==> config.mk <==
export PLATFORM = sky130hd
export DESIGN_NAME = skf_mul
export DESIGN_NICKNAME = d
export VERILOG_FILES = /design/src/rtl/skf_pkg.sv /design/src/rtl/skf_mul.sv
export SDC_FILE = /design/constraint.sdc
export NUM_CORES = 2
export LEC_CHECK = 0
export BUFFER_PORTS_ARGS = -buffer_cell sky130_fd_sc_hd__buf_2
export CORE_ASPECT_RATIO = 1.1
export CORE_MARGIN = 3
export CORE_UTILIZATION = 30
export CTS_CLUSTER_DIAMETER = 50
export CTS_CLUSTER_SIZE = 8
export DETAILED_ROUTE_END_ITERATION = 8
export RECOVER_POWER = 100
export SLEW_MARGIN = 15
export SYNTH_ARGS = -nofsm -noshare
export SYNTH_HDL_FRONTEND = slang
export SYNTH_SLANG_ARGS = --single-unit
==> constraint.sdc <==
create_clock -name clk -period 5.5 [get_ports clk]
set_input_delay 0 -clock clk [delete_from_list [all_inputs] [get_ports clk]]
set_output_delay 0 -clock clk [all_outputs]
set_load 0.03 [all_outputs]
==> src/rtl/skf_pkg.sv <==
// ----------------------------------------------------------------------------
// skf_pkg: shared types and constants of the scalar Kalman filter
// Holds the channel payloads, register indexes and the sequencer states.
// ----------------------------------------------------------------------------
`default_nettype none

package skf_pkg;

  localparam int DATA_W     = 32;
  localparam int DEN_W      = DATA_W + 1;
  localparam int MUL_AW     = DATA_W + 2;
  localparam int CFG_IDX_W  = 1;

  localparam logic [CFG_IDX_W-1:0] REG_PROCESS_NOISE = 1'd0;
  localparam logic [CFG_IDX_W-1:0] REG_MEASURE_NOISE = 1'd1;

  localparam logic [DATA_W-1:0] PROCESS_NOISE_RESET = 32'd65536;
  localparam logic [DATA_W-1:0] MEASURE_NOISE_RESET = 32'd98304;

  typedef struct packed {
    logic              channel;
    logic [DATA_W-1:0] sample;
  } meas_t;

  typedef struct packed {
    logic              out_channel;
    logic [DATA_W-1:0] estimate;
  } result_t;

  typedef enum logic [2:0] {
    ST_IDLE,
    ST_PRED,
    ST_DIV_GO,
    ST_DIV,
    ST_MUL_EST,
    ST_MUL_VAR,
    ST_COMMIT
  } state_t;

  typedef struct packed {
    logic in_rdy;
    logic ld_pred;
    logic div_go;
    logic ld_kg;
    logic mul_en;
    logic mul_var;
    logic ld_xnew;
  } ctl_t;

endpackage

`default_nettype wire

==> src/rtl/skf_mul.sv <==
// ----------------------------------------------------------------------------
// skf_mul: shared registered multiplier
// Signed operand times unsigned operand, product registered when enabled.
// ----------------------------------------------------------------------------
`default_nettype none

module skf_mul
  import skf_pkg::*;
#(
  parameter int BW = 17
) (
  input  wire logic                     clk,
  input  wire logic                     en,
  input  wire logic signed [MUL_AW-1:0] a,
  input  wire logic        [BW-1:0]     b,
  output logic signed [MUL_AW+BW:0]     prod
);

  always_ff @(posedge clk) begin
    if (en) begin
      prod <= a * $signed({1'b0, b});
    end
  end

endmodule

`default_nettype wire
# [After elaboration in Yosys (flattened, before gate mapping)]
# Cells that the tools add are included.
[op_classes] multipliers=1
[ops] operator="34-bit by 18-bit multiplier with 52-bit output" count=1
[word_totals] output_inout_bits=52 inputBits=53 regBits=52 elab_cells=2

# [Logic depth before layout (Yosys ltp)]
[logic_depth] ltp_word=1 ltp_mapped=26 ltp_nobuf=24

# [Worst setup path before layout]
# OpenSTA, ideal clock, no wires.
[synth_path] kind="in2reg" start="input b[9]" end="register prod[49], data pin" stages=23 arrival_ps=5836 path_slack_ps=-602 required_time_ps=5234 setup_time_ps=266 path_buffers=2 cell_sequence="clkbuf_1 > clkbuf_1 > nand2_1 > fa_1 > inv_1 > fa_1 > inv_1 > fa_1 > inv_1 > fa_1 > fa_1 > fa_1 > ha_1 > and3_1 > o21a_1 > a311o_1 > o211ai_2 > a21oi_2 > o21ai_4 > o21ai_1 > a21oi_2 > nor3_1 > or3b_1"
[synth_via] elab_chain_len=1
[synth_rtl] element="from (decl)" line_no="skf_mul.sv:15" source="input wire logic [BW-1:0] b,"
[synth_rtl] element="34-bit by 18-bit multiplier with 52-bit output" line_no="skf_mul.sv:21" source="prod <= a * $signed({1'b0, b});"
[synth_rtl] element="to (signal assigned)" line_no="skf_mul.sv:21"
[synth_rtl] element="to (decl)" line_no="skf_mul.sv:16" source="output logic signed [MUL_AW+BW:0] prod"
# Every way passes these cells.
# A chain may end at the register's enable or synchronous reset.

# [Worst setup path in the final report]
[layout_path] start="input b[5]" end="register prod[28], data pin"
# The elaborated chain is that of the path after synthesis.

==> impl_metrics.py <==
metrics = {
    "routing": {
        "met2WireLength_um": 34000,
        "routed_wl_um": 61650,
        "drc": 0,
        "routed.top_layer": "met5",
        "post_drt_via_cell_ratio": 4.464,
        "vias": 16310,
        "drt_iter0_drc": 688,
        "wl_per_cell_um": 16.87,
        "wl_met3_um": 2379,
        "first_pass_iters": 4,
        "wirelength_met1_um": 22790,
        "ant_nets": 0,
    },
    "clocking": {
        "cts_made_buffers": 5,
        "clkTransAtPathRegs_ps": 90,
        "clock_path_buffers": 2,
        "cts_hold_buf": 0,
        "cts_root_buf": "clkbuf_16",
        "clock_sinks": 52,
        "cts_tree": "built",
        "htreeDepth": 2,
    },
    "synthesis": {
        "synthDistinctLibCells": 55,
        "synthFlopType": "edfxtp_1",
        "synth_area_sq_um": 21440,
        "postSynth.asyncResetShare": 0,
        "avgSynthCellArea_sq_um": 9.298,
        "yosysTopAreaCell": "fa_1",
        "ys_warn_count": 0,
        "synthDominantCellAreaShare": 0.5144,
        "synth_seq_cells": 52,
        "ys_seq_area_frac": 0.07282,
        "synthTopCellsByArea": "fa_1 (51%), inv_1 (11%), edfxtp_1 (7.3%)",
        "synth_nets": 3032,
        "synth-edff-count": 52,
        "synthCells": 2306,
    },
    "grt": {
        "grt_max_degree": 53,
        "grt_remaining_overflow": 0,
        "grt_pass1_wl_um": 100400,
        "antenna_found_initial": 6,
        "grt_pass1_vias": 18770,
        "grt.total_usage": 0.1746,
    },
    "die": {
        "die_x_um": 260.9,
        "start_util": 0.3038,
        "dieArea_sq_um": 74720,
        "core-area_sq_um": 70580,
        "die_h_um": 286.4,
        "io_pins": 105,
        "row_count": 102,
    },
    "timing": {
        "drv_slew": 53,
        "hold_viol_final": 0,
        "maxSlewHeadroom": -1.441,
        "finalCritPeriodShare": 1.030,
        "min_period_ps": 5665,
        "max_slew.worst_pin.slew_ps": 3661,
        "setup_violations": 20,
        "max_freq_mhz": 176.5,
        "rsz0062_at_grt": "yes",
        "finalWorstSetupSlack_ps": -165.4,
        "fin_setup_tns_ps": -1855,
    },
    "placement": {
        "io_buffers": 104,
        "finalWeightedCongestion": 0.8631,
        "dp_hpwl_um": 52530,
    },
    "critical_path": {
        "startpoint": "b[5]",
        "cp.required_ps": 5710,
        "cp_common_cell": "fa_1",
        "slowest_delay_ps": 560,
        "cp_max_fo": 7,
        "criticalPathCategory": "input pin to register",
        "path_delay_family": "adder cells",
        "critPathLaunchType": "input pin",
        "path_depth": 25,
        "critPathArrivalTime_ps": 5880,
        "crit_buf_inv": 7,
        "crit_slowest_cell": "fa_2",
        "endpoint_kind": "register",
        "crit_end": "prod[28]",
    },
    "layout": {
        "final_cell_mix": "inv_1 (602), fa_1 (531), nand2_1 (355), buf_4 (326), and2_1 (212)",
        "final_common_cell": "inv_1",
        "syn_to_final_growth_pct": 27.81,
        "nets": 3441,
        "top_regs": "prod: 52 flops",
        "max_flop_register": "prod",
        "post-route-util": 0.3883,
        "drive_gt1_frac": 0.2268,
        "largest_register_ffs": 52,
    },
    "job": {
        "maxCapViolCount": 1,
    },
    "hold_path": {
        "min_from": "b[0]",
        "worstHoldPathCells": 2,
        "worst_hold_path_type": "input pin to register",
    },
    "status": {
        "violations": "capacitance limit, slew limit, setup timing",
        "status": "finished, violations left",
    },
}
## layout make-up
| cell class | instances | area [sq um] |
|---|---|---|
| repair buffers | 498 | 4160 |
| well taps | 936 | 1171 |
| clock inverters | 2 | 11.26 |
| flip-flops and latches | 52 | 1562 |
| diodes | 2 | 5.005 |
| clock buffers | 6 | 128.9 |
| inverters | 618 | 2320 |
| fillers | 7053 | 43170 |
| multi-input cells | 1540 | 18050 |
## metal layers
layer / vias to the layer above / GRT usage
li1: 7465 / -
met1: 8454 / 0.1935
met2: 287 / 0.3353
met3: 103 / 0.02683
met4: 2 / 0.05980
met5: - / 0
## stage by stage
step | cells | hold slack, ps | setup WS (ps) | cell area, sq um
after CTS | 3639 | 197.3 | -209.1 | 27040
after detailed placement | 3576 | 479.5 | -868.7 | 25560
final | 3654 | 159.0 | -165.4 | 27410
after floorplan | 2306 | 112.5 | -161.1 | 21650
after global placement | 3576 | 482.0 | -861.5 | 25560
after global routing | 3652 | 176.5 | -351.0 | 27400
## synthesized netlist by cell type (all sizes together) (2+ instances only)
| library cell | number |
|---|---|
| or3 | 4 |
| fa | 551 |
| a21oi | 52 |
| nor3 | 4 |
| xor2 | 13 |
| and3 | 10 |
| o21ai | 23 |
| nand2 | 369 |
| o41ai | 2 |
| nand3 | 7 |
| edfxtp | 52 |
| o2111ai | 3 |
| a31oi | 5 |
| o211ai | 3 |
| nor2b | 3 |
| nand2b | 6 |
| o21a | 5 |
| a211o | 2 |
| nor2 | 19 |
| o21bai | 12 |
| a21o | 25 |
| ha | 122 |
| o221ai | 2 |
| nand4 | 7 |
| xnor2 | 37 |
| inv | 618 |
| or3b | 2 |
| a211oi | 4 |
| and2 | 234 |
| clkbuf | 95 |
## cells by family (layout without fill, tap and decap cells)
| group | after synthesis | count (layout) | synth area share |
|---|---|---|---|
| buf+inv | 714 | 1124 | 0.1251 |
| fa+ha+maj | 673 | 673 | 0.5856 |
| simple gates | 668 | 668 | 0.1497 |
| compound gates | 149 | 149 | 0.04639 |
| flops | 52 | 52 | 0.07282 |
| xor+xnor | 50 | 50 | 0.02042 |
| other cells | 0 | 2 | 0 |
## worst min-delay path by stage
stage | to | slack (ps)
finish | prod[0] | 160
detailed placement | prod[40] | 480
global route | prod[0] | 180
CTS | prod[0] | 200
floorplan | prod[0] | 110
global placement | prod[3] | 480
## what timing repair did
| action | CTS | global route |
|---|---|---|
| setup endpoints to repair | 26 | 32 |
| resized for setup | 191 | 93 |
| pin swaps | 107 | 77 |
| cloned | 2 | 1 |
| buffers inserted | 55 | 18 |
Power is left out: the tool's default activity adds up to more than one toggle a clock period on the data nets, which glitch-free logic cannot reach.
