===== src/rtl/skf_pkg.sv =====
// ----------------------------------------------------------------------------
// skf_pkg: shared types and constants of the scalar Kalman filter
// Holds the channel payloads, register indexes and the sequencer states.
// ----------------------------------------------------------------------------
`default_nettype none

package skf_pkg;

  localparam int DATA_W     = 32;
  localparam int DEN_W      = DATA_W + 1;
  localparam int MUL_AW     = DATA_W + 2;
  localparam int CFG_IDX_W  = 1;

  localparam logic [CFG_IDX_W-1:0] REG_PROCESS_NOISE = 1'd0;
  localparam logic [CFG_IDX_W-1:0] REG_MEASURE_NOISE = 1'd1;

  localparam logic [DATA_W-1:0] PROCESS_NOISE_RESET = 32'd65536;
  localparam logic [DATA_W-1:0] MEASURE_NOISE_RESET = 32'd98304;

  typedef struct packed {
    logic              channel;
    logic [DATA_W-1:0] sample;
  } meas_t;

  typedef struct packed {
    logic              out_channel;
    logic [DATA_W-1:0] estimate;
  } result_t;

  typedef enum logic [2:0] {
    ST_IDLE,
    ST_PRED,
    ST_DIV_GO,
    ST_DIV,
    ST_MUL_EST,
    ST_MUL_VAR,
    ST_COMMIT
  } state_t;

  typedef struct packed {
    logic in_rdy;
    logic ld_pred;
    logic div_go;
    logic ld_kg;
    logic mul_en;
    logic mul_var;
    logic ld_xnew;
  } ctl_t;

endpackage

`default_nettype wire


===== src/rtl/skf_div.sv =====
// ----------------------------------------------------------------------------
// skf_div: restoring divider, one quotient bit per cycle
// Computes floor((num << (QW-1)) / den) for num <= den, QW bits of quotient.
// ----------------------------------------------------------------------------
`default_nettype none

module skf_div
  import skf_pkg::*;
#(
  parameter int QW = 17
) (
  input  wire logic             clk,
  input  wire logic             rst,
  input  wire logic             start,
  input  wire logic [DEN_W-1:0] num,
  input  wire logic [DEN_W-1:0] den,
  output logic                  done,
  output logic [QW-1:0]         quot
);

  localparam int CW = $clog2(QW + 1);

  logic [DEN_W:0]   rem;
  logic [DEN_W-1:0] den_q;
  logic [CW-1:0]    cnt;
  logic             run;

  logic [DEN_W+1:0] sub;
  logic             ge;
  logic [DEN_W:0]   rem_sel;

  assign sub     = {1'b0, rem} - {2'b00, den_q};
  assign ge      = ~sub[DEN_W+1];
  assign rem_sel = ge ? sub[DEN_W:0] : rem;

  always_ff @(posedge clk) begin
    if (rst) begin
      run  <= 1'b0;
      done <= 1'b0;
      cnt  <= '0;
    end else begin
      done <= 1'b0;
      if (start) begin
        run <= 1'b1;
        cnt <= CW'(QW - 1);
      end else if (run) begin
        cnt <= cnt - 1'b1;
        if (cnt == '0) begin
          run  <= 1'b0;
          done <= 1'b1;
        end
      end
    end
  end

  always_ff @(posedge clk) begin
    if (start) begin
      rem   <= {1'b0, num};
      den_q <= den;
      quot  <= '0;
    end else if (run) begin
      rem  <= {rem_sel[DEN_W-1:0], 1'b0};
      quot <= {quot[QW-2:0], ge};
    end
  end

endmodule

`default_nettype wire


===== config.mk =====
export PLATFORM = sky130hd
export DESIGN_NAME = skf_div
export DESIGN_NICKNAME = d
export VERILOG_FILES = /design/src/rtl/skf_pkg.sv /design/src/rtl/skf_div.sv
export SDC_FILE = /design/constraint.sdc
export NUM_CORES = 1
export LEC_CHECK = 0
export BUFFER_PORTS_ARGS = -buffer_cell sky130_fd_sc_hd__buf_2
export CAP_MARGIN = 20
export CORE_UTILIZATION = 57
export DETAILED_ROUTE_END_ITERATION = 7
export PLACE_DENSITY = 0.81
export SYNTH_ARGS = -nofsm -noshare
export SYNTH_HDL_FRONTEND = slang
export SYNTH_SLANG_ARGS = --single-unit

===== constraint.sdc =====
create_clock -name clk -period 4 [get_ports clk]
set_input_delay 0.4 -clock clk [delete_from_list [all_inputs] [get_ports clk]]
set_output_delay 0.4 -clock clk [all_outputs]
set_load 0.01 [all_outputs]

Yosys cells after proc, flatten, opt, wreduce, memory -nomap -nowiden
Index checks and enable logic that the tools add are counted.
- div/mod/pow operators: 0
- equality and inequality tests: 0
- magnitude comparators: 0
- multiplexer cells: 9
- $add $sub $neg: 2
- shifts and indexed selects: 0
- reductions and logical operators: 4
- bitwise operators: 2
- $mul: 0
- operator list (cell ; count):
    33-bit two-way mux ; 3
    34-bit by 33-bit subtractor with 35-bit output ; 1
    5-bit two-way mux ; 2
    5-bit zero test ; 1
    5-bit by 1-bit subtractor with 5-bit output, second input constant ; 1
    1-bit two-way mux ; 4
    3-bit OR reduction ; 1
    1-bit inverter ; 2
    2-bit nonzero test ; 1
    2-bit OR reduction ; 1
- bits of input ports: 69
- logic and storage cells: 25
- memories kept: 0
- output and inout port bits: 18
- ROM bits: 0
- memory bits (writable): 0
- flip-flop bits (word level): 91
- latch bits: 0

Depth between registers and ports, before layout
Gate-level depths: netlist (run 1).
- depth after elaboration: 4
- mapped depth: 15
- mapped depth without buffers: 13

Worst setup path after synthesis (run 1)
OpenSTA, ideal clock, no wires.
- kind: reg-to-reg
- start: register rem[0]
- end: register rem[10], data pin
- path slack: 0.543 ns
- required time: 3.739 ns
- arrival time: 3.197 ns
- setup time: 0.261 ns
- path buffers: 1
- stages on the path, launching flop included: 15
- period minus slack after synthesis: 3.457 ns
- cell sequence: edfxtp_1 -> inv_1 -> ha_1 -> inv_1 -> fa_1 -> a211oi_2 -> o31ai_2 -> o311ai_4 -> o311a_2 -> o31ai_4 -> a221o_1 -> a211oi_2 -> buf_6 -> nor2_1 -> a221o_1
- longest elaborated chain between the ends: 4
- ends and longest elaborated chain (item ; RTL line ; source):
    start, declared ; skf_div.sv:23 ; logic [DEN_W:0] rem;
    start signal, assigned ; skf_div.sv:58 ; rem <= {1'b0, num};
    start signal, assigned ; skf_div.sv:62 ; rem <= {rem_sel[DEN_W-1:0], 1'b0};
    34-bit by 33-bit subtractor with 35-bit output ; skf_div.sv:32 ; assign sub = {1'b0, rem} - {2'b00, den_q};
    33-bit two-way mux ; skf_div.sv:34 ; assign rem_sel = ge ? sub[DEN_W:0] : rem;
    33-bit two-way mux ; skf_div.sv:61 ; end else if (run) begin
    33-bit two-way mux ; skf_div.sv:57 ; if (start) begin
Every way passes these cells. The select of a mux whose other input is x is not followed.
A chain may end at the register's enable or synchronous reset.

Worst setup path after layout (run 1)
Same ends and word-level chain as after synthesis.

==> impl_metrics.json, run 1 <==
{
  "ant_nets": 0,
  "nFillCells": 730,
  "p_leak_uw": 0.002695,
  "numPortBuffers": 86,
  "core_area_um2": 9196,
  "start_util": 0.5878,
  "worstPathArrival_ns": 3.99,
  "hold_buffers": 0,
  "syn_area_per_cell_um2": 10.35,
  "whs_ns": 0.1860,
  "fin_area_um2": 6195,
  "final_hold_viol_count": 0,
  "async_flop_share": 0,
  "synthesis.area_um2": 5405,
  "power_density_nw_per_um2": 517.4,
  "grt_antenna_before_repair": 0,
  "fin_worst_skew_ns": 0.01493,
  "r2r_setup_slack_ns": 0.15,
  "drtPass1Iterations": 4,
  "syn_inst": 522,
  "r2r_cells": 14,
  "worst-endpoint-required_ns": 4.14,
  "n_antenna_cell": 0,
  "crit_fanout": 15,
  "holdPathStages": 1,
  "seqCellArea_um2": 2482,
  "fmax_ghz": 0.2600,
  "status": "finished, final reports clean",
  "ys_seq_area_frac": 0.4593,
  "r2r_start": "rem[0]",
  "maxCapViolCount": 0,
  "tightest_slew_ns": 0.8796,
  "max-clock-path-buffers": 2,
  "fin_crit_sh": 0.9615,
  "die_x_um": 99.38,
  "synth.distinct_cells": 57,
  "vdd_drop_max_mv": 0.3590,
  "die-area_um2": 9876,
  "cts_buffers": 9,
  "timing.rr.end": "rem[10]",
  "min_to": "den_q[14]",
  "clock_sinks": 91,
  "drt_iter0_drc": 202,
  "place_area_um2": 5929,
  "syn_nets": 627,
  "path_clk_slew_ns": 0.11,
  "multi_input_area_um2": 2671,
  "synth_seq_cells": 91,
  "place.gp.congestion": 0.8716,
  "die_height_um": 99.38,
  "finalNetCount": 709,
  "layout_min_cycle_time_ns": 3.846,
  "hpwlAfterDp_um": 7752,
  "routed-via-count": 4198,
  "endpoint_kind": "flop",
  "drt-total-wl_um": 11440,
  "grt_pass1_wl_um": 18580,
  "h-tree-depth": 3,
  "worstHoldStart": "den[14]",
  "synth_edf_count": 66,
  "grt_start_max_net_pins": 94,
  "io_pins": 87,
  "areaGrowthSynthToFinish_pct": 14.61,
  "worst-setup-path-type": "flop to flop",
  "worstSkewPairLatency_ns": 0.38,
  "cts-root-buf": "clkbuf_8",
  "track_usage": 0.2367,
  "rows": 35,
  "layout-drive-gt1-share": 0.1987,
  "cts_tree": "done",
  "fin_util": 0.6736,
  "grt_pass1_vias": 4083,
  "maxSlewViolCount": 0,
  "synth_top_flop_cell": "edfxtp_1",
  "wire_per_inst_um": 15.89,
  "start_kind": "flop",
  "hp-class": "primary input to flop",
  "yosysWarnings": 0,
  "overflow": 0,
  "remaining_drc_errors": 0,
  "via_per_inst": 5.831,
  "finalSetupViolations": 0,
  "slew_headroom": 0.4136
}
stage by stage:
step | setup TNS, ns | power [uW] | cells | setup slack (ns)
after floorplan | 0 | 2193 | 522 | 0.5425
after global placement | 0 | 2417 | 701 | 0.3348
after detailed placement | 0 | 2467 | 701 | 0.1921
after CTS | 0 | 3167 | 717 | 0.1417
after global routing | -0.03444 | 3396 | 720 | -0.007069
final | 0 | 3205 | 720 | 0.1539
report_power, final:
group	leakage, uW	total [uW]	switching (uW)	internal [uW]
combinational	0.00172	1270	718	554
sequential	0.000862	1240	69.9	1170
clock	0.000117	696	375	320
total	0.00270	3210	1160	2040
metal layers:
layer	GRT usage	vias up	part of all wire
met5	0	-	0
met4	0.07919	0	0.017
met3	0.05762	20	0.049
met2	0.4167	107	0.50
met1	0.2841	1990	0.43
li1	-	2081	-
sequential cells by signal, indices dropped and copies added, names as in the netlist:
signal / cells
cnt: 5
den_q: 33
done: 1
quot: 17
rem: 34
run: 1
critical path, stage by stage (launching register included):
cell,delay [ns]
edfxtp_1,0.37
inv_1,0.10
ha_1,0.18
inv_1,0.06
fa_1,0.44
a211oi_2,0.25
o31ai_2,0.14
o311ai_4,0.31
o311a_2,0.26
o31ai_4,0.10
a221o_1,0.40
a211oi_4,0.34
clkbuf_16,0.26
nor2_1,0.05
a221o_1,0.34
synthesized netlist by cell type, types with 5 or more instances:
library cell  instances  area share
edfxtp_1             66        0.37
inv_1                43       0.030
nand2_1              43       0.030
a21oi_1              36       0.033
ha_1                 35       0.081
nor2_1               32       0.022
dfxtp_1              25       0.093
mux2i_1              24       0.044
nand3b_1             20       0.028
o311ai_0             20       0.032
o21ai_0              17       0.016
xnor2_1              16       0.026
xor2_1               16       0.026
a21o_1               15       0.021
clkbuf_1             15       0.010
nor3_1                9      0.0083
nor2b_1               8      0.0093
nand2b_1              7      0.0081
nand3_1               5      0.0046
repair_timing:
item / in CTS / in global routing
gates resized for setup: 0 / 1
setup endpoints to repair: 0 / 4
setup buffers: 0 / 1
area by class of cell:
| type | instances | share of cell area |
|---|---|---|
| Sequential cell | 91 | 0.4007 |
| Clock inverter | 5 | 0.009089 |
| Tap cell | 111 | 0.02242 |
| Multi-Input combinational cell | 366 | 0.4312 |
| Timing Repair Buffer | 93 | 0.08241 |
| Clock buffer | 11 | 0.02808 |
| Inverter | 43 | 0.02606 |
how the worst max path moves through the flow:
| stage | startpoint | to | slack, ns | cells after the start |
|---|---|---|---|---|
| global route | rem[0] | rem[22] | -0.007 | 14 |
| CTS | rem[0] | rem[10] | 0.14 | 14 |
| finish | rem[0] | rem[10] | 0.15 | 14 |
| detailed placement | rem[0] | rem[10] | 0.19 | 14 |
| floorplan | rem[0] | rem[10] | 0.54 | 14 |
| global placement | rem[0] | rem[10] | 0.33 | 14 |
kinds of logic (layout without fill, tap and decap cells):
kind of cell / Yosys count / after routing / share of synthesized area
AND/OR/NAND/NOR: 146 / 146 / 0.1382
AO/OA/AOI/OAI: 126 / 126 / 0.1694
flip-flops: 91 / 91 / 0.4593
buffers and inverters: 65 / 152 / 0.04792
adder cells (fa/ha/maj): 36 / 36 / 0.08472
XOR/XNOR: 32 / 32 / 0.05185
multiplexers: 26 / 26 / 0.04861
cells in the final DEF, fill, tap and decap left out, types with 5 or more instances in the layout:
master     n
dfxtp_1   25
o21ai_0   17
o311ai_0  20
clkbuf_8   9
nor2_1    32
buf_2     85
nor2b_1    8
xor2_1    16
a21o_1    15
a21oi_1   36
edfxtp_1  66
buf_4      5
xnor2_1   16
nor3_1     9
nand2b_1   7
ha_1      35
nand2_1   43
mux2i_1   24
inv_1     43
nand3b_1  20
nand3_1    5
Note: power is estimated with default switching activity, not from simulation.
==> run 2, diff against run 1 <==
--- a/config.mk
+++ b/config.mk
@@ -7,9 +7,9 @@
 export LEC_CHECK = 0
 export BUFFER_PORTS_ARGS = -buffer_cell sky130_fd_sc_hd__buf_2
 export CAP_MARGIN = 20
-export CORE_UTILIZATION = 57
+export CORE_UTILIZATION = 45
 export DETAILED_ROUTE_END_ITERATION = 7
-export PLACE_DENSITY = 0.81
+export PLACE_DENSITY = 0.69
 export SYNTH_ARGS = -nofsm -noshare
 export SYNTH_HDL_FRONTEND = slang
 export SYNTH_SLANG_ARGS = --single-unit
==> run 2 against run 1 <==
Against the previous run: the run now ends with DRC left; cell area up 1.1%; final cell count grew 4.0%; fmax is 1.1% higher; sequential power about the same; critical endpoint unchanged; die area rose by 26%.
==> impl_metrics.json, run 2 (synthesis results as in run 1) <==
{
  "drt-total-wl_um": 11080,
  "endpoint_kind": "flop",
  "place.gp.congestion": 0.8750,
  "violations": "DRC",
  "nFillCells": 1038,
  "p_comb_frac": 0.371,
  "layout_common_cells": "buf_2, edfxtp_1, inv_1, nand2_1, a21oi_1",
  "crit_fanout": 60,
  "drtPass1Iterations": 8,
  "max-clock-path-buffers": 2,
  "p_seq_frac": 0.376,
  "fin_worst_skew_ns": 0.01017,
  "power_density_nw_per_um2": 525.9,
  "layout_min_cycle_time_ns": 3.803,
  "place_area_um2": 5969,
  "h-tree-depth": 3,
  "worstSkewPairLatency_ns": 0.35,
  "hold_buffers": 0,
  "areaGrowthSynthToFinish_pct": 15.83,
  "track_usage": 0.1874,
  "worstPathArrival_ns": 3.90,
  "drt_iter0_drc": 297,
  "finalNetCount": 706,
  "routed-via-count": 4152,
  "seqCellArea_um2": 2482,
  "cts_buffers": 9,
  "clockPowerShare": 0.254,
  "remaining_drc_errors": 7,
  "layout-drive-gt1-share": 0.1947,
  "fin_crit_sh": 0.9506,
  "grt_pass1_wl_um": 18790,
  "hpwlAfterDp_um": 7852,
  "power_uw": 3293,
  "p_leak_uw": 0.002702,
  "reg_top3": "rem (34), den_q (33), quot (17)",
  "cts-root-buf": "clkbuf_16",
  "grt_antenna_before_repair": 0,
  "io_pins": 87,
  "largest_reg_flops": 34,
  "finalSetupViolations": 0,
  "maxSlewViolCount": 0,
  "cts_tree": "done",
  "whs_ns": 0.2167,
  "regMostFlops": "rem",
  "grt_start_max_net_pins": 90,
  "rows": 39,
  "multi_input_area_um2": 2671,
  "overflow": 0,
  "path_clk_slew_ns": 0.07,
  "fmax_ghz": 0.2630,
  "p_int_uw": 2151,
  "clock_sinks": 91,
  "n_antenna_cell": 0,
  "p_sw_uw": 1142,
  "fin_area_um2": 6261,
  "cts_setup_buffers": 0,
  "maxCapViolCount": 0,
  "worst-endpoint-required_ns": 4.10,
  "ant_nets": 0,
  "worst-setup-path-type": "flop to flop",
  "final.setup.tns_ns": 0,
  "wire_per_inst_um": 14.80,
  "status": "finished with violations",
  "grt_pass1_vias": 4112,
  "hp-class": "primary input to flop",
  "ctsResizeCount": 0,
  "die-area_um2": 12450,
  "rsz0062_at_grt": "false",
  "tightest_slew_ns": 0.8754,
  "die_height_um": 111.6,
  "core_area_um2": 11560,
  "final_hold_viol_count": 0,
  "start_kind": "flop",
  "vdd_drop_max_mv": 0.2427,
  "layout_commonest_cell": "buf_2",
  "p_sw_frac": 0.3467,
  "slew_headroom": 0.4164,
  "start_util": 0.4674,
  "die_x_um": 111.6,
  "numPortBuffers": 86,
  "fin_util": 0.5414,
  "via_per_inst": 5.543
}
## run 2: cell count changes in the layout (fill, tap and decap cells not counted), sizes merged
cell    delta
buf        -2
clkbuf     -2
clkinv     +1
## run 2: stage by stage
step / std cells / worst slack [ns]
after floorplan: 522 / 0.5425
after global placement: 733 / 0.3087
after detailed placement: 733 / 0.2153
after CTS: 749 / 0.1863
after global routing: 749 / 0.008024
final: 749 / 0.1975
## run 2: worst paths after layout
| path | startpoint | end | slack [ns] | depth (start not counted) |
|---|---|---|---|---|
| worst max-delay path | rem[0] | rem[10] | 0.20 | 14 |
| worst min-delay path | den[29] | den_q[29] | 0.22 | 1 |
| worst max register to register | rem[0] | rem[10] | 0.20 | 14 |
| worst min register to register | quot[16] | quot[16] | 0.50 | 2 |
## run 2: layout make-up
type | instances | share of cell area
tap | 143 | 0.02858
multi-input combinational | 366 | 0.4267
sequential | 91 | 0.3965
clock buffer | 10 | 0.03817
clock inverter | 6 | 0.008393
inverter | 43 | 0.02578
timing repair buffer | 90 | 0.07594
## run 2: power by group through the flow
stage	clock, uW	combinational (uW)	sequential (uW)
floorplan	0	963	1230
global placement	0	1180	1250
detailed placement	0	1210	1250
CTS	854	1220	1240
global route	892	1370	1250
finish	835	1220	1240
## run 2: worst max-delay path, stage by stage (launching register included)
cell and delay (ns):
edfxtp_1 0.36, inv_1 0.08, ha_1 0.15, inv_1 0.05, fa_1 0.43, a211oi_2 0.23
o31ai_2 0.13, o311ai_4 0.30, o311a_2 0.26, o31ai_4 0.10, a221o_1 0.40, a211oi_4 0.30
buf_12 0.30, nor2_1 0.09, a221o_1 0.35
## run 2: metal layers
metal / vias to the layer above / track usage / part of all wire
li1: 2087 / - / -
met1: 1946 / 0.2354 / 0.47
met2: 104 / 0.3117 / 0.46
met3: 15 / 0.04409 / 0.050
met4: 0 / 0.07568 / 0.020
met5: - / 0 / 0
